===== config.mk =====
export PLATFORM = sky130hd
export DESIGN_NAME = utf8_sequence_filter_core
export DESIGN_NICKNAME = d
export VERILOG_FILES = /design/src/sv/u8sf_pkg.sv /design/src/sv/u8sf_front.sv /design/src/sv/u8sf_fifo.sv /design/src/sv/u8sf_back.sv /design/src/sv/utf8_sequence_filter_core.sv
export SDC_FILE = /design/constraint.sdc
export NUM_CORES = 1
export LEC_CHECK = 0
export ABC_AREA = 1
export BUFFER_PORTS_ARGS = -buffer_cell sky130_fd_sc_hd__buf_2
export CORE_MARGIN = 4
export CORE_UTILIZATION = 55
export CTS_CLUSTER_SIZE = 25
export DETAILED_ROUTE_END_ITERATION = 6
export PLACE_DENSITY_LB_ADDON = 0.15
export SYNTH_ARGS = -nofsm -noshare
export SYNTH_HDL_FRONTEND = slang
export SYNTH_SLANG_ARGS = --single-unit

===== constraint.sdc =====
create_clock -name clk -period 3.4 [get_ports clk]
set_input_delay 0.68 -clock clk [delete_from_list [all_inputs] [get_ports clk]]
set_output_delay 0.68 -clock clk [all_outputs]
set_load 0.02 [all_outputs]

===== src/sv/u8sf_pkg.sv =====
package u8sf_pkg;

    // default depth of the queue of finished runs between front and back
    localparam int RUN_FIFO_DEPTH = 4;

    // byte class masks and tags
    localparam logic [7:0] ASCII_MAX = 8'h7F;
    localparam logic [7:0] MASK_CONT = 8'hC0;
    localparam logic [7:0] TAG_CONT  = 8'h80;
    localparam logic [7:0] MASK_LEAD2 = 8'hE0;
    localparam logic [7:0] TAG_LEAD2  = 8'hC0;
    localparam logic [7:0] MASK_LEAD3 = 8'hF0;
    localparam logic [7:0] TAG_LEAD3  = 8'hE0;
    localparam logic [7:0] MASK_LEAD4 = 8'hF8;
    localparam logic [7:0] TAG_LEAD4  = 8'hF0;

    // continuation bytes still missing after a lead
    localparam logic [1:0] NEED_TWO_BYTE   = 2'd1;
    localparam logic [1:0] NEED_THREE_BYTE = 2'd2;
    localparam logic [1:0] NEED_FOUR_BYTE  = 2'd3;

    typedef struct packed {
        logic [7:0] data_byte;
        logic       message_last;
    } in_beat_t;

    typedef struct packed {
        logic [7:0] out_byte;
        logic       run_last;
        logic       message_end;
    } out_beat_t;

    // one complete run of bytes caused by one input beat
    typedef struct packed {
        logic [3:0][7:0] run_bytes;
        logic [1:0]      last_idx;
        logic            msg_end;
    } run_t;

endpackage


===== src/sv/u8sf_front.sv =====
module u8sf_front
    import u8sf_pkg::*;
(
    input  logic     clk,
    input  logic     rst_n,
    input  logic     beat_valid,
    input  in_beat_t beat_data,
    input  logic     space,
    output logic     beat_ready,
    output logic     run_push,
    output run_t     run_data
);

    logic [1:0]      need_reg;
    logic [1:0]      need_next;
    logic [1:0]      held_reg;
    logic [1:0]      held_next;
    logic [2:0][7:0] held_bytes_reg;

    logic       take;
    logic [7:0] b;
    logic       is_cont;
    logic       consumed;
    logic       emit;
    logic       hold_wr;
    logic [1:0] hold_idx;

    assign beat_ready = space;
    assign take       = beat_valid && space;
    assign b          = beat_data.data_byte;
    assign is_cont    = (b & MASK_CONT) == TAG_CONT;
    assign consumed   = (need_reg != 2'd0) && is_cont;
    assign run_push   = take && emit;

    // classify the byte and work out the pending sequence
    always_comb
    begin
        emit      = 1'b0;
        hold_wr   = 1'b0;
        hold_idx  = held_reg;
        need_next = need_reg;
        held_next = held_reg;
        run_data.run_bytes = {b, b, b, b};
        run_data.last_idx  = 2'd0;
        run_data.msg_end   = beat_data.message_last;
        if (consumed)
        begin
            if (need_reg == NEED_TWO_BYTE)
            begin
                // sequence complete: held bytes then this one
                emit = 1'b1;
                run_data.run_bytes[0] = held_bytes_reg[0];
                run_data.run_bytes[1] = (held_reg == 2'd1) ? b : held_bytes_reg[1];
                run_data.run_bytes[2] = (held_reg == 2'd2) ? b : held_bytes_reg[2];
                run_data.run_bytes[3] = b;
                run_data.last_idx     = held_reg;
                need_next = 2'd0;
                held_next = 2'd0;
            end
            else
            begin
                hold_wr   = 1'b1;
                held_next = held_reg + 2'd1;
                need_next = need_reg - 2'd1;
            end
        end
        else
        begin
            // fresh byte, any broken sequence is dropped
            need_next = 2'd0;
            held_next = 2'd0;
            hold_idx  = 2'd0;
            if (b <= ASCII_MAX)
            begin
                emit = 1'b1;
            end
            else if ((b & MASK_LEAD2) == TAG_LEAD2)
            begin
                hold_wr = 1'b1; held_next = 2'd1; need_next = NEED_TWO_BYTE;
            end
            else if ((b & MASK_LEAD3) == TAG_LEAD3)
            begin
                hold_wr = 1'b1; held_next = 2'd1; need_next = NEED_THREE_BYTE;
            end
            else if ((b & MASK_LEAD4) == TAG_LEAD4)
            begin
                hold_wr = 1'b1; held_next = 2'd1; need_next = NEED_FOUR_BYTE;
            end
        end
        // end of message drops whatever is still pending
        if (beat_data.message_last)
        begin
            need_next = 2'd0;
            held_next = 2'd0;
        end
    end

    // sequence counters
    always_ff @(posedge clk or negedge rst_n)
    begin
        if (!rst_n)
        begin
            need_reg <= 2'd0;
            held_reg <= 2'd0;
        end
        else if (take)
        begin
            need_reg <= need_next;
            held_reg <= held_next;
        end
    end

    // held bytes of the pending sequence
    always_ff @(posedge clk)
    begin
        for (int i = 0; i < 3; i++)
        begin
            if (take && hold_wr && hold_idx == 2'(i))
            begin
                held_bytes_reg[i] <= b;
            end
        end
    end

endmodule


===== src/sv/u8sf_fifo.sv =====
module u8sf_fifo
    import u8sf_pkg::*;
#(
    parameter int Depth = RUN_FIFO_DEPTH
)
(
    input  logic clk,
    input  logic rst_n,
    input  logic push,
    input  run_t push_data,
    output logic space,
    input  logic pop,
    output logic valid,
    output run_t head
);

    localparam int PtrW = (Depth > 1) ? $clog2(Depth) : 1;
    localparam int CntW = $clog2(Depth + 1);

    run_t            entry_reg [Depth];
    logic [PtrW-1:0] wr_ptr_reg;
    logic [PtrW-1:0] wr_ptr_next;
    logic [PtrW-1:0] rd_ptr_reg;
    logic [PtrW-1:0] rd_ptr_next;
    logic [CntW-1:0] count_reg;
    logic [CntW-1:0] count_next;

    assign space = count_reg != CntW'(Depth);
    assign valid = count_reg != '0;
    assign head  = entry_reg[rd_ptr_reg];

    // pointer wrap and occupancy
    always_comb
    begin
        wr_ptr_next = (wr_ptr_reg == PtrW'(Depth - 1)) ? '0 : wr_ptr_reg + PtrW'(1);
        rd_ptr_next = (rd_ptr_reg == PtrW'(Depth - 1)) ? '0 : rd_ptr_reg + PtrW'(1);
        count_next  = count_reg;
        if (push && !pop)
        begin
            count_next = count_reg + CntW'(1);
        end
        else if (pop && !push)
        begin
            count_next = count_reg - CntW'(1);
        end
    end

    always_ff @(posedge clk or negedge rst_n)
    begin
        if (!rst_n)
        begin
            wr_ptr_reg <= '0;
            rd_ptr_reg <= '0;
            count_reg  <= '0;
        end
        else
        begin
            if (push)
            begin
                wr_ptr_reg <= wr_ptr_next;
            end
            if (pop)
            begin
                rd_ptr_reg <= rd_ptr_next;
            end
            count_reg <= count_next;
        end
    end

    // run storage
    always_ff @(posedge clk)
    begin
        if (push)
        begin
            entry_reg[wr_ptr_reg] <= push_data;
        end
    end

endmodule


===== src/sv/u8sf_back.sv =====
module u8sf_back
    import u8sf_pkg::*;
(
    input  logic      clk,
    input  logic      rst_n,
    input  logic      run_valid,
    input  run_t      run_data,
    output logic      run_pop,
    output logic      beat_valid,
    input  logic      beat_ready,
    output out_beat_t beat_data
);

    run_t       cur_reg;
    logic [1:0] idx_reg;
    logic [1:0] idx_next;
    logic       active_reg;
    logic       at_last;

    assign at_last  = idx_reg == cur_reg.last_idx;
    assign idx_next = idx_reg + 2'd1;
    assign run_pop  = run_valid && (!active_reg || (beat_ready && at_last));

    // current byte of the run
    assign beat_valid            = active_reg;
    assign beat_data.out_byte    = cur_reg.run_bytes[idx_reg];
    assign beat_data.run_last    = at_last;
    assign beat_data.message_end = at_last && cur_reg.msg_end;

    always_ff @(posedge clk or negedge rst_n)
    begin
        if (!rst_n)
        begin
            active_reg <= 1'b0;
            idx_reg    <= 2'd0;
        end
        else if (run_pop)
        begin
            active_reg <= 1'b1;
            idx_reg    <= 2'd0;
        end
        else if (active_reg && beat_ready)
        begin
            if (at_last)
            begin
                active_reg <= 1'b0;
            end
            else
            begin
                idx_reg <= idx_next;
            end
        end
    end

    always_ff @(posedge clk)
    begin
        if (run_pop)
        begin
            cur_reg <= run_data;
        end
    end

endmodule


===== src/sv/utf8_sequence_filter_core.sv =====
// the first byte of a run (an ascii byte, or the lead of a completed sequence) is written into
// the run queue when the input beat that releases it is taken, then loaded into the emitter's
// run register and presented from there; the rest of the run follows one byte per cycle while out_ready is high
// throughput: one input byte per cycle while the run queue has space, and one output byte per
// cycle while out_ready is high, set by the run queue between the classifier and the byte emitter
// reset: rst_n async active low, clears pending sequence, queue and output
module utf8_sequence_filter_core
    import u8sf_pkg::*;
#(
    parameter int RunFifoDepth = RUN_FIFO_DEPTH
)
(
    input  logic      clk,
    input  logic      rst_n,
    input  logic      in_valid,
    output logic      in_ready,
    input  in_beat_t  in_data,
    output logic      out_valid,
    input  logic      out_ready,
    output out_beat_t out_data
);

    logic run_push;
    run_t run_in;
    logic fifo_space;
    logic fifo_valid;
    logic run_pop;
    run_t run_head;

    // classifier and sequence holder
    u8sf_front u_front (
        .clk        (clk),
        .rst_n      (rst_n),
        .beat_valid (in_valid),
        .beat_data  (in_data),
        .space      (fifo_space),
        .beat_ready (in_ready),
        .run_push   (run_push),
        .run_data   (run_in)
    );

    // queue of complete runs
    u8sf_fifo #(
        .Depth (RunFifoDepth)
    ) u_fifo (
        .clk       (clk),
        .rst_n     (rst_n),
        .push      (run_push),
        .push_data (run_in),
        .space     (fifo_space),
        .pop       (run_pop),
        .valid     (fifo_valid),
        .head      (run_head)
    );

    // byte emitter
    u8sf_back u_back (
        .clk        (clk),
        .rst_n      (rst_n),
        .run_valid  (fifo_valid),
        .run_data   (run_head),
        .run_pop    (run_pop),
        .beat_valid (out_valid),
        .beat_ready (out_ready),
        .beat_data  (out_data)
    );

    // no run is pushed into a full queue
    assert property (@(posedge clk) disable iff (!rst_n) run_push |-> fifo_space)
        else $error("run pushed into full queue");

    // an accepted ascii byte always yields a run
    assert property (@(posedge clk) disable iff (!rst_n)
        (in_valid && in_ready && !in_data.data_byte[7]) |-> run_push)
        else $error("ascii byte not forwarded");

    // message end only on the last byte of a run
    assert property (@(posedge clk) disable iff (!rst_n)
        (out_valid && out_data.message_end) |-> out_data.run_last)
        else $error("message end outside run end");

    // a waiting run is taken as soon as the emitter is idle
    assert property (@(posedge clk) disable iff (!rst_n)
        (fifo_valid && !out_valid) |-> run_pop)
        else $error("emitter idle with run waiting");

endmodule


Word level (Yosys, flattened, before mapping)

Memory sizes are Yosys's and may differ from the RTL's. A register that Yosys moved wholly into a read port is not among the register bits.
Index checks and enable logic that the tools add are counted.
W data, S select, Z words.

Input port bits: 13
Latch bits: 0
Word-level logic and storage cells: 101
Memories kept: 1
Register bits: 38
Bits in read-only memories: 0
RAM bits: 140

Memories:

| memory           | depth | width | read ports | clocked after memory_dff | write ports | RTL line        | source |
|---|---|---|---|---|---|---|---|
| u_fifo.entry_reg | 4     | 35    | 1          | 1                        | 1           | u8sf_fifo.sv:20 | `run_t entry_reg [Depth];` |

Divide/modulo/power cells: 0
$mul: 0
Reductions and logical operators: 25
Muxes and demuxes: 42
Shift operators: 0
Equal/unequal tests: 14
Add/subtract/negate cells: 7
Magnitude comparators: 2
Bitwise logic cells: 0

Operators by type and width:

| kind                  | number |
|---|---|
| $mux W26              | 2 |
| $mux W2               | 19 |
| $mux W8               | 3 |
| $bmux W8 S2           | 1 |
| $mux W1               | 15 |
| $logic_and A1 B1 Y1   | 13 |
| $eq A2 B2 Y1 const B  | 5 |
| $add A2 B1 Y2 const B | 4 |
| $le A8 B7 Y1 const B  | 1 |
| $reduce_bool A2 Y1    | 4 |
| $eq A2 B1 Y1 const B  | 3 |
| $mux W3               | 2 |
| $eq A5 B5 Y1 const B  | 1 |
| $eq A4 B4 Y1 const B  | 1 |
| $reduce_and A2 Y1     | 2 |
| $add A3 B1 Y3 const B | 1 |
| $eq A3 B3 Y1 const B  | 1 |
| $logic_not A1 Y1      | 3 |
| $lt A2 B3 Y1 const B  | 1 |
| $ne A3 B3 Y1 const B  | 1 |
| $reduce_bool A3 Y1    | 1 |
| $sub A3 B1 Y3 const B | 1 |
| $eq A2 B2 Y1          | 1 |
| $logic_not A2 Y1      | 1 |
| 3 further kinds       | 3 |

Logic depth before layout (Yosys ltp)

Gate-level depths: netlist of the first run.

Depth in word-level cells: 8
Gate-level depth with buffers: 12
Gate-level depth less buffers: 12

Modules after synthesis

A second synthesis of the first run with hierarchy kept.

Cells, all modules: 739
Area total of the unflattened synthesis: 9066.2 sq um

Modules (own cells, without submodules):

| module     | instances | area an instance (sq um) | cells an instance |
|---|---|---|---|
| u8sf_fifo  | 1         | 6012.0                   | 461 |
| u8sf_back  | 1         | 1540.2                   | 118 |
| u8sf_front | 1         | 1514.0                   | 160 |

Worst setup path after synthesis of the first run

OpenSTA, ideal clock, no wires.

Path kind: input-to-reg
Start point: in in_data[8] (netlist name)
End point: mem u_fifo.entry_reg[0][0] (netlist name) (enable)
Cell stages on the path: 6
Slack: 0.260 ns
Library setup time: 0.427 ns
Data arrival time: 2.712 ns
Path buffers: 0
Required time: 2.973 ns
Path through: inv_2 nor2_1 nand2_1 nor2_1 o21ai_1 nor2_1

Longest elaborated chain between the ends: 6
Elaborated cells between the ends (all ways): 8

Ends and longest elaborated chain:

| what                                                  | RTL line                           | source |
|---|---|---|
| from (decl)                                           | utf8_sequence_filter_core.sv:17    | `input in_beat_t in_data,` |
| $le A8 B7 Y1 / $eq A2 B2 Y1 (equally long branches)   | u8sf_front.sv:73, u8sf_front.sv:31 |  |
| $mux W1 / $logic_and A1 B1 Y1 (equally long branches) | u8sf_front.sv:73, u8sf_front.sv:32 |  |
| $mux W1 *                                             | u8sf_front.sv:46                   | `if (consumed)` |
| $logic_and A1 B1 Y1 *                                 | u8sf_front.sv:33                   | `assign run_push = take && emit;` |
| $mux W1 *                                             | u8sf_fifo.sv:73                    | `if (push)` |
| $mux W1 (not written as such) *                       | u8sf_fifo.sv:75                    | `entry_reg[wr_ptr_reg] <= push_data;` |
| to (decl)                                             | u8sf_fifo.sv:20                    |  |

Mark *: on every way between the ends. The rest lies on a longest branch, timed or not.

Worst setup path after layout of the first run

Start point: reg u_back.idx_reg[0]
End point: reg u_fifo.count_reg[2]

Longest elaborated chain between the ends: 7
Elaborated cells between the ends (all ways): 9

Ends and longest elaborated chain:

| what                                                 | RTL line        | source |
|---|---|---|
| from (decl)                                          | u8sf_back.sv:15 | `logic [1:0] idx_reg;` |
| from (signal assigned)                               | u8sf_back.sv:50 | `idx_reg <= idx_next;` |
| $eq A2 B2 Y1 *                                       | u8sf_back.sv:20 | `assign at_last = idx_reg == cur_reg.last_idx;` |
| $logic_and A1 B1 Y1 *                                | u8sf_back.sv:22 | `assign run_pop = run_valid && (!active_reg \|\| (beat_ready && at_last));` |
| $logic_or A1 B1 Y1 *                                 | u8sf_back.sv:22 |  |
| $logic_and A1 B1 Y1 *                                | u8sf_back.sv:22 |  |
| $logic_not A1 Y1                                     | u8sf_fifo.sv:38 | `if (push && !pop)` |
| $logic_and A1 B1 Y1                                  | u8sf_fifo.sv:38 |  |
| $mux W3 / $reduce_bool A2 Y1 (equally long branches) | --              |  |
| to (signal assigned)                                 | u8sf_fifo.sv:66 | `count_reg <= count_next;` |
| to (decl)                                            | u8sf_fifo.sv:25 | `logic [CntW-1:0] count_reg;` |

Marks and branches as above.
A chain may end at the register's enable or synchronous reset.

==> impl_metrics.csv, run 1 <==
group,metric,value,unit
clock_tree,cts_root_buf,"clkbuf_16",
grt,grt_max_degree,72,
grt,antenna_found_initial,1,
floorplanning,die_area,17500,um2
floorplanning,core_area,15100,um2
placed_design,dp.cells,844,
sta,rsz0062_at_grt,"false",
synthesis,synth_area_leader_cell,"edfxtp_1",
sta,worst_pin_slew,1160,ps
synthesis,avgSynthCellArea,13.0,um2
finish,layoutNonFillerInstCount,878,
synthesis,synthTopCellsByArea,"edfxtp_1, o21ai_0, nor2_1, dfrtp_1, o22ai_1",
sta,fin_skew,8.60,ps
synthesis,synth-warning-count,0,
drt,detail_route.vias_per_cell,5.64,
finish,final_cell_area,9380,um2
synthesis,synth_top_area_share,70.5,%
sta,finalSetupViolations,0,
finish,layout_common_cells,"edfxtp_1, o21ai_0, nor2_1",
finish,multi_input_area,1870,um2
drt,wl_per_cell,18.7,um
clock_tree,cts_sinks,213,
setup_path,critPathKind,"reg -> reg",
drt,drc,0,
synthesis,synth_cell_types,28,
sta,timing.final.crit_period,2760,ps
finish,final_common_cell,"edfxtp_1",
sta,whs,123,ps
finish,largest_reg_flops,140,
sta,fin_crit_sh,81.3,%
floorplanning,die_height,132,um
finish,nNetsFinal,703,
setup_path,r2r-start,"u_back.idx_reg[0]",
grt,grt_pass1_vias,4726,
clock_tree,cts_setup_buffers,0,
setup_path,timing.critical_path.from,"u_back.idx_reg[0]",
finish,antenna_cells,0,
setup_path,required,3750,ps
setup_path,cp-start-kind,"register",
setup_path,timing.critical_path.fanout_max,20,
synthesis,synthCells,652,
sta,fmax,362,MHz
min_path,hold_path_class,"in -> async",
setup_path,worstPathArrival,3110,ps
flow_run,drv_cap,0,
sta,finalHoldViolations,0,
setup_path,cp-end-kind,"register",
clock_tree,cts_tree,"yes",
power,power.leakage,3.34,nW
grt,grt_pass1_wl,25.7,mm
clock_tree,path_clk_slew,60,ps
drt,vias,4952,
finish,ff_latch_area,6330,um2
floorplanning,start_util,56.0,%
power,powerDensity,784,nW/um2
clock_tree,clock_latency,470,ps
clock_tree,cts_hold_buf,0,
power,irDropWorstVdd,0.405,mV
finish,n_fill_cell,1119,
finish,area_growth,10.6,%
drt,ant_nets,0,
finish,drive_above_1_share,12.0,%
floorplanning,row_count,45,
sta,relSlewSlack,22.5,%
synthesis,ys_ff_latch,213,
grt,grt_use_total,18.9,%
grt,overflow,0,
placed_design,portBuffers,24,
synthesis,yosysSeqAreaShare,74.6,%
synthesis,syn_nets,676,
placed_design,place_hpwl,10.5,mm
status,status,"finished, final reports clean",
sta,finalMaxSlewViolations,0,
clock_tree,cts_resized,0,
floorplanning,die_w,132,um
drt,drtIter0Drc,502,
floorplanning,pin_count,25,
clock_tree,numCtsBuffers,21,
placed_design,dpl-instance-area,8800,um2
placed_design,gp_congestion,0.777,
clock_tree,htreeDepth,1,
drt,first_pass_iters,5,
drt,routed_wl,16.5,mm
clock_tree,clk_path_buf_depth,3,
synthesis,syn_area,8480,um2
sta,totalNegativeSetupSlack,0,ps
[Yosys cell counts]
cell type / instances
a21oi_1: 3
buf_1: 2
buf_2: 3
buf_4: 1
buf_6: 2
clkbuf_1: 21
clkinv_1: 1
dfrtp_1: 14
edfxtp_1: 199
fa_1: 1
ha_1: 10
inv_1: 47
inv_2: 1
nand2_1: 60
nand2_2: 1
nand3_1: 9
nand4_1: 3
nor2_1: 104
nor2_2: 2
nor3_1: 2
nor3_4: 1
o21ai_0: 102
o21ai_1: 1
o21ai_2: 14
o22ai_1: 43
or2_4: 2
xnor2_1: 1
xor2_1: 2
[where the power goes]
| part | switching [mW] | total (mW) | leakage [nW] | internal, mW |
|---|---|---|---|---|
| clock network | 0.855 | 1.99 | 0.283 | 1.13 |
| logic | 1.29 | 1.83 | 1.08 | 0.531 |
| registers | 0.205 | 3.54 | 1.98 | 3.34 |
[critical path, cell delays in order (launching register included)]
cell,delay [ps]
dfrtp_1,670
inv_1,100
buf_4,210
nand2_1,70
nand2_1,40
nand2_1,150
nand2_1,120
nand2_1,200
ha_1,180
inv_1,70
fa_1,390
a21oi_1,150
o21ai_0,120
xor2_1,150
[cells by family (layout without fill, tap and decap cells)]
kind of cell | after synthesis | count (layout) | synth area share (%)
and+or+nand+nor | 184 | 184 | 8.75
xor gates and xnor gates | 3 | 3 | 0.310
AOI/OAI and AO/OA | 163 | 163 | 10.9
buffers and inverters | 78 | 116 | 3.72
adders and majority gates | 11 | 11 | 1.71
DFF | 213 | 213 | 74.6
[cell type report]
class                           instances  share of cell area, %
Tap cell                              188                   2.51
Timing Repair Buffer                   33                   2.00
Clock buffer                           29                   5.92
Sequential cell                       213                   67.5
Clock inverter                          5                  0.240
Inverter                               49                   1.96
Multi-Input combinational cell        361                   19.9
[path summary, 6_finish.rpt]
| path | to | slack [ps] | depth (start not counted) |
|---|---|---|---|
| setup / recovery | u_fifo.count_reg[2] | 640 | 13 |
| hold / removal | u_back.idx_reg[1] | 120 | 1 |
| setup reg to reg | u_fifo.count_reg[2] | 640 | 13 |
| hold reg to reg | u_fifo.count_reg[0] | 560 | 1 |
| max in group asynchronous | u_fifo.rd_ptr_reg[0] | 2980 | 1 |
| min in group clk | u_fifo.entry_reg[0][0] | 490 | 1 |
[stage by stage]
stage	total power, mW	worst slack (ps)	utilization [%]
final	7.35	636	61.9
after detailed placement	5.43	381	58.1
after floorplan	4.77	260	-
after global routing	7.77	337	61.9
after global placement	5.34	438	58.1
after CTS	7.41	656	61.9
[layer usage]
metal  up-vias  routed length [um]  part of all wire (%)  track usage, %
met5         -                  13                 0.079               0
met2       166                7410                    45            29.0
met4         2                 172                   1.0            2.86
met3        18                1200                   7.3            3.24
li1       2380                   -                     -               -
met1      2386                7650                    47            29.4
(Power assumes the default switching activity.)
==> inputs of run 2 (changes only) <==
- ABC_AREA: 1 -> 0
- clock period: 3.4 -> 2.6 ns (I/O delays scaled with it)
==> run 2 against run 1 <==
Compared with the run above:
- wire length decreased by 13%
- flip-flop and latch count unchanged
- combinational power increased by 27%
- clock skew increased by 3.6 ps
- final area increased by 0.80%
- register-to-register slack got worse by 410 ps
- total power increased by 34%
- critical path depth decreased by 10
- sequential power increased by 32%
- critical path type is now reg -> out
- largest power group unchanged
==> impl_metrics.csv, run 2 <==
group,metric,value,unit
synthesis,syn_nets,426,
synthesis,yosysMostFrequentCell,"edfxtp_1",
placed_design,portBuffers,24,
grt,grt_pass1_wl,23.4,mm
sta,relSlewSlack,63.8,%
clock_tree,cts_sinks,213,
grt,grt_max_degree,38,
finish,final_common_cell,"edfxtp_1",
status,status,"finished, final reports clean",
power,p_sw,2.64,mW
finish,area_growth,13.3,%
drt,drtIter0Drc,348,
drt,detail_route.vias_per_cell,5.82,
setup_path,timing.critical_path.fanout_max,13,
setup_path,r2r-start,"u_front.need_reg[0]",
synthesis,synth-warning-count,0,
floorplanning,die_height,131,um
grt,antenna_found_initial,0,
sta,timing.final.crit_period,2430,ps
synthesis,synth_cell_types,43,
finish,antenna_cells,0,
drt,ant_nets,0,
sta,fmax,411,MHz
setup_path,required,2080,ps
placed_design,gp_congestion,0.764,
power,power,9.83,mW
drt,routed_wl,14.4,mm
power,seqPwrFrac,47.4,%
drt,vias,3790,
drt,drc,0,
synthesis,synth_top_area_share,71.6,%
finish,largest_reg_flops,140,
setup_path,timing.rr.end,"u_fifo.count_reg[2]",
sta,finalMaxSlewViolations,0,
floorplanning,core_area,14700,um2
synthesis,synth.top_cells.by_count,"edfxtp_1, mux4_2, nand2_1",
clock_tree,htreeDepth,1,
clock_tree,cts_resized,0,
power,combPwrFrac,23.7,%
sta,rsz0062_at_grt,"false",
clock_tree,clock_latency,500,ps
synthesis,synthCells,402,
clock_tree,clk_path_buf_depth,3,
power,powerDensity,1040,nW/um2
finish,drive_above_1_share,30.2,%
power,p_int,7.20,mW
min_path,whs_path_depth,1,
floorplanning,pin_count,25,
setup_path,r2r_cells,11,
synthesis,avgSynthCellArea,20.8,um2
min_path,hold_start,"in_data[0]",
clock_tree,path_clk_slew,60,ps
clock_tree,numCtsBuffers,22,
min_path,hold_path_class,"in -> reg",
sta,finalSetupViolations,0,
synthesis,ys_async_sr_fraction,6.57,%
setup_path,cp-start-kind,"register",
floorplanning,row_count,44,
power,power.leakage,3.18,nW
sta,worst_pin_slew,543,ps
synthesis,synthTopCellsByArea,"edfxtp_1, mux4_2, dfrtp_1, mux2_2, ha_1",
floorplanning,die_w,131,um
drt,wl_per_cell,22.1,um
finish,layout_common_cells,"edfxtp_1, mux4_2, nand2_1, buf_2, clkbuf_16",
placed_design,place_hpwl,8.35,mm
clock_tree,cts_tree,"yes",
floorplanning,die_area,17200,um2
drt,first_pass_iters,4,
min_path,worst_hold_path.endpoint,"u_fifo.entry_reg[3][0]",
grt,overflow,0,
sta,totalNegativeSetupSlack,0,ps
sta,fin_crit_sh,93.5,%
grt,grt_pass1_vias,4123,
power,irDropWorstVdd,0.888,mV
synthesis,synth_edf_count,199,
setup_path,worstPathArrival,1910,ps
clock_tree,cts_root_buf,"clkbuf_16",
synthesis,syn_area,8340,um2
setup_path,ff2ff_setup_slack,230,ps
finish,nNetsFinal,478,
sta,fin_skew,12.2,ps
power,power_frac_clock,28.8,%
synthesis,ys_ff_latch,213,
floorplanning,start_util,56.8,%
setup_path,critPathKind,"reg -> out",
grt,grt_use_total,17.5,%
synthesis,yosysSeqAreaShare,75.8,%
flow_run,drv_cap,0,
synthesis,synth_area_leader_cell,"edfxtp_1",
setup_path,cp-end-kind,"output pin",
power,switching_share,26.8,%
sta,finalHoldViolations,0,
synthesis,synth_flop_cell,"edfxtp_1",
finish,fin_util,64.3,%
==> run 2: cell types whose count changed in the layout (fill, tap and decap cells not counted), moves of 6 or more <==
cell | before | now
o21ai_2 | 14 | 0
nand2_1 | 60 | 24
inv_1 | 47 | 11
o22ai_1 | 43 | 0
mux4_2 | 0 | 43
nor2_1 | 100 | 12
buf_4 | 9 | 15
nand3_1 | 9 | 2
mux2_2 | 0 | 18
o21ai_0 | 102 | 4
==> run 2: worst max-delay path by stage <==
stage	from	slack, ps	endpoint	cells past startpoint
3_3_place_gp	in_data[8]	270	u_front.held_bytes_reg[9]	5
3_5_place_dp	u_front.need_reg[0]	180	u_fifo.count_reg[2]	11
6_report	u_back.idx_reg[0]	170	out_data[8]	3
5_1_grt	u_front.need_reg[0]	30	u_fifo.count_reg[2]	11
4_1_cts	u_back.idx_reg[0]	110	out_data[8]	3
2_1_floorplan	u_back.cur_reg[1]	-70	u_fifo.count_reg[1]	8
==> run 2: layout make-up <==
type	count	area, um2
Sequential cell	213	6330
Fill cell	961	5250
Multi-Input combinational cell	163	1900
Clock buffer	29	577
Timing Repair Buffer	43	303
Tap cell	184	230
Clock inverter	8	72.6
Inverter	11	41.3
==> run 2: power by group through the flow <==
stage | clock (mW) | sequential, mW | combinational, mW
5_1_grt | 3.07 | 4.73 | 2.56
6_report | 2.83 | 4.67 | 2.33
3_5_place_dp | 0 | 4.75 | 2.39
2_1_floorplan | 0 | 4.64 | 1.78
4_1_cts | 2.90 | 4.68 | 2.39
3_3_place_gp | 0 | 4.72 | 2.35
==> run 2: timing repair <==
| item | in CTS | in global routing |
|---|---|---|
| buffers inserted | 0 | 2 |
| hold endpoints to repair | 14 | 0 |
| endpoints found under the setup margin | 0 | 1 |
| hold buffers | 1 | 0 |
==> run 2: logic make-up after synthesis <==
group	after synthesis	share of synthesized area, %
AND/OR/NAND/NOR	63	4.20
AO/OA/AOI/OAI	22	2.01
adder cells (fa/ha/maj)	11	1.74
multiplexers	62	14.2
flip-flops	213	75.8
XOR/XNOR	5	0.525
buffers and inverters	26	1.53
==> run 2: critical path: stages, from the launching register on <==
cell and delay (ps):
dfrtp_1 360, buf_4 300, mux4_2 580, buf_2 180
==> run 2: per-layer routing <==
layer	GRT usage, %	vias up	part of all wire [%]
li1	-	1718	-
met2	29.3	81	51
met5	0	-	0
met3	2.68	17	4.7
met4	4.90	0	1.7
met1	24.4	1974	43
==> run 2: through the flow <==
step | area [um2] | hold WS (ps) | setup slack (ps) | std cells
after floorplan | 8350 | 224 | -70.4 | 402
after global placement | 8780 | 457 | 268 | 611
after detailed placement | 8780 | 453 | 182 | 611
after CTS | 9440 | 279 | 108 | 649
after global routing | 9450 | 297 | 33.6 | 651
final | 9450 | 299 | 168 | 651
==> inputs of run 3 (changes only) <==
- ABC_AREA: 0 -> 1
==> run 3 against run 2 <==
Compared with the run above:
- core utilization decreased by 0.86 points
- die area increased by 1.5%
- final area increased by 1.7%
- critical path depth increased by 8
- worst hold slack improved by 29 ps
- first-iteration DRC count increased by 38%
- sequential share of layout area decreased by 1.1 points
- combinational power increased by 12%
- register-to-register slack improved by 30 ps
- clock-buffer cell count decreased by 4
- clock power about the same
==> impl_metrics.csv, run 3 (synthesized netlist as in run 1, its figures left out) <==
group,metric,value,unit
power,power.leakage,3.46,nW
finish,final_cell_area,9610,um2
power,powerDensity,1040,nW/um2
finish,largest_reg_flops,140,
grt,grt_max_degree,54,
floorplanning,row_count,45,
sta,fmax,427,MHz
sta,totalNegativeSetupSlack,0,ps
drt,detail_route.vias_per_cell,5.64,
grt,top_usage_layer,"met1",
sta,timing.final.crit_period,2340,ps
clock_tree,cts_tree,"yes",
clock_tree,clk_path_buf_depth,3,
clock_tree,htreeDepth,1,
floorplanning,core_area,15100,um2
drt,routed_wl,17.0,mm
sta,finalMaxSlewViolations,0,
power,combPwrFrac,26.1,%
grt,overflow,0,
power,p_sw,3.16,mW
power,p_int,6.81,mW
sta,relSlewSlack,39.2,%
sta,rsz0062_at_grt,"false",
grt,grt_use_met1,30.6,%
min_path,hold_path_class,"in -> reg",
placed_design,place_hpwl,10.8,mm
setup_path,cp-end-kind,"register",
grt,grt_pass1_wl,26.6,mm
drt,drc,0,
sta,worst_pin_slew,906,ps
setup_path,timing.critical_path.fanout_max,7,
clock_tree,clock_latency,490,ps
flow_run,drv_cap,0,
finish,nNetsFinal,716,
sta,finalHoldViolations,0,
floorplanning,pin_count,25,
finish,final_common_cell,"edfxtp_1",
drt,wl_per_cell,18.9,um
finish,fin_util,63.4,%
sta,fin_crit_sh,90.0,%
setup_path,worstPathArrival,2700,ps
power,power_frac_clock,28.7,%
placed_design,portBuffers,24,
setup_path,required,2960,ps
grt,grt_use_total,19.6,%
clock_tree,path_clk_slew,60,ps
clock_tree,cts_sinks,213,
power,switching_share,31.7,%
power,irDropWorstVdd,0.430,mV
grt,grt.met3_usage,2.90,%
drt,vias,5046,
floorplanning,die_area,17500,um2
finish,antenna_cells,0,
power,seqPwrFrac,45.2,%
grt,antenna_found_initial,0,
floorplanning,die_height,132,um
setup_path,critPathKind,"reg -> reg",
grt,grt_pass1_vias,4802,
finish,drive_above_1_share,14.1,%
sta,fin_skew,12.8,ps
clock_tree,cts_root_buf,"clkbuf_16",
drt,ant_nets,0,
placed_design,gp_congestion,0.807,
floorplanning,die_w,132,um
setup_path,cp-start-kind,"register",
status,status,"finished, final reports clean",
drt,first_pass_iters,5,
finish,layout_common_cells,"edfxtp_1, o21ai_0, nor2_1",
placed_design,dpl-instance-area,8940,um2
floorplanning,start_util,56.0,%
drt,drtIter0Drc,479,
grt,grt_use_met2,29.8,%
finish,area_growth,13.4,%
clock_tree,cts_setup_buffers,0,
sta,finalSetupViolations,0,
clock_tree,numCtsBuffers,21,
## run 3: per-stage QoR
stage	cells	hold slack (ps)	power (mW)	worst slack (ps)
2_1_floorplan	652	224	6.24	-458
3_3_place_gp	856	461	7.09	250
3_5_place_dp	856	471	7.19	212
4_1_cts	895	316	10.0	196
5_1_grt	895	341	10.5	46.9
6_report	895	328	9.97	260
## run 3: routing by layer
metal | vias up | share of wire [%]
met4 | 0 | 1.2
met1 | 2448 | 47
met2 | 162 | 46
li1 | 2418 | -
met5 | - | 0
met3 | 18 | 6.3
## run 3: critical path, stage by stage (launching register included)
cell and delay [ps]:
dfrtp_1 370, inv_1 70, ha_1 240, nor3_4 190, nand2_2 140, a21oi_2 200
ha_1 170, inv_1 70, fa_1 370, a21oi_1 140, o21ai_0 110, xor2_1 150
## run 3: area by class of cell
cell class / instances / area [um2]
well taps: 188 / 235
repair buffers: 46 / 338
inverters: 49 / 184
fillers: 1134 / 5540
flip-flops and latches: 213 / 6330
clock inverters: 13 / 115
multi-input cells: 361 / 1870
clock buffers: 25 / 541
## run 3: path summary, 6_finish.rpt
path | start | end | slack [ps] | depth (start not counted)
max | u_front.need_reg[0] | u_fifo.count_reg[2] | 260 | 11
min | in_data[0] | u_fifo.entry_reg[1][0] | 330 | 1
max reg2reg | u_front.need_reg[0] | u_fifo.count_reg[2] | 260 | 11
min reg2reg | u_fifo.count_reg[0] | u_fifo.count_reg[0] | 550 | 1
max in group asynchronous | rst_n | u_fifo.rd_ptr_reg[0] | 1780 | 2
min in group asynchronous | rst_n | u_back.idx_reg[1] | 490 | 2
## run 3: power groups by stage
| stage | logic (mW) | clock network, mW | registers, mW |
|---|---|---|---|
| after global placement | 2.53 | 0 | 4.57 |
| final | 2.60 | 2.86 | 4.51 |
| after detailed placement | 2.61 | 0 | 4.58 |
| after floorplan | 1.70 | 0 | 4.54 |
| after CTS | 2.62 | 2.91 | 4.51 |
| after global routing | 2.90 | 3.07 | 4.55 |
## run 3: timing repair
| action | 4_1_cts | 5_1_grt |
|---|---|---|
| hold endpoints to repair | 14 | 0 |
| endpoints found under the setup margin | 0 | 1 |
| resized for setup | 0 | 1 |
| hold buffers | 1 | 0 |
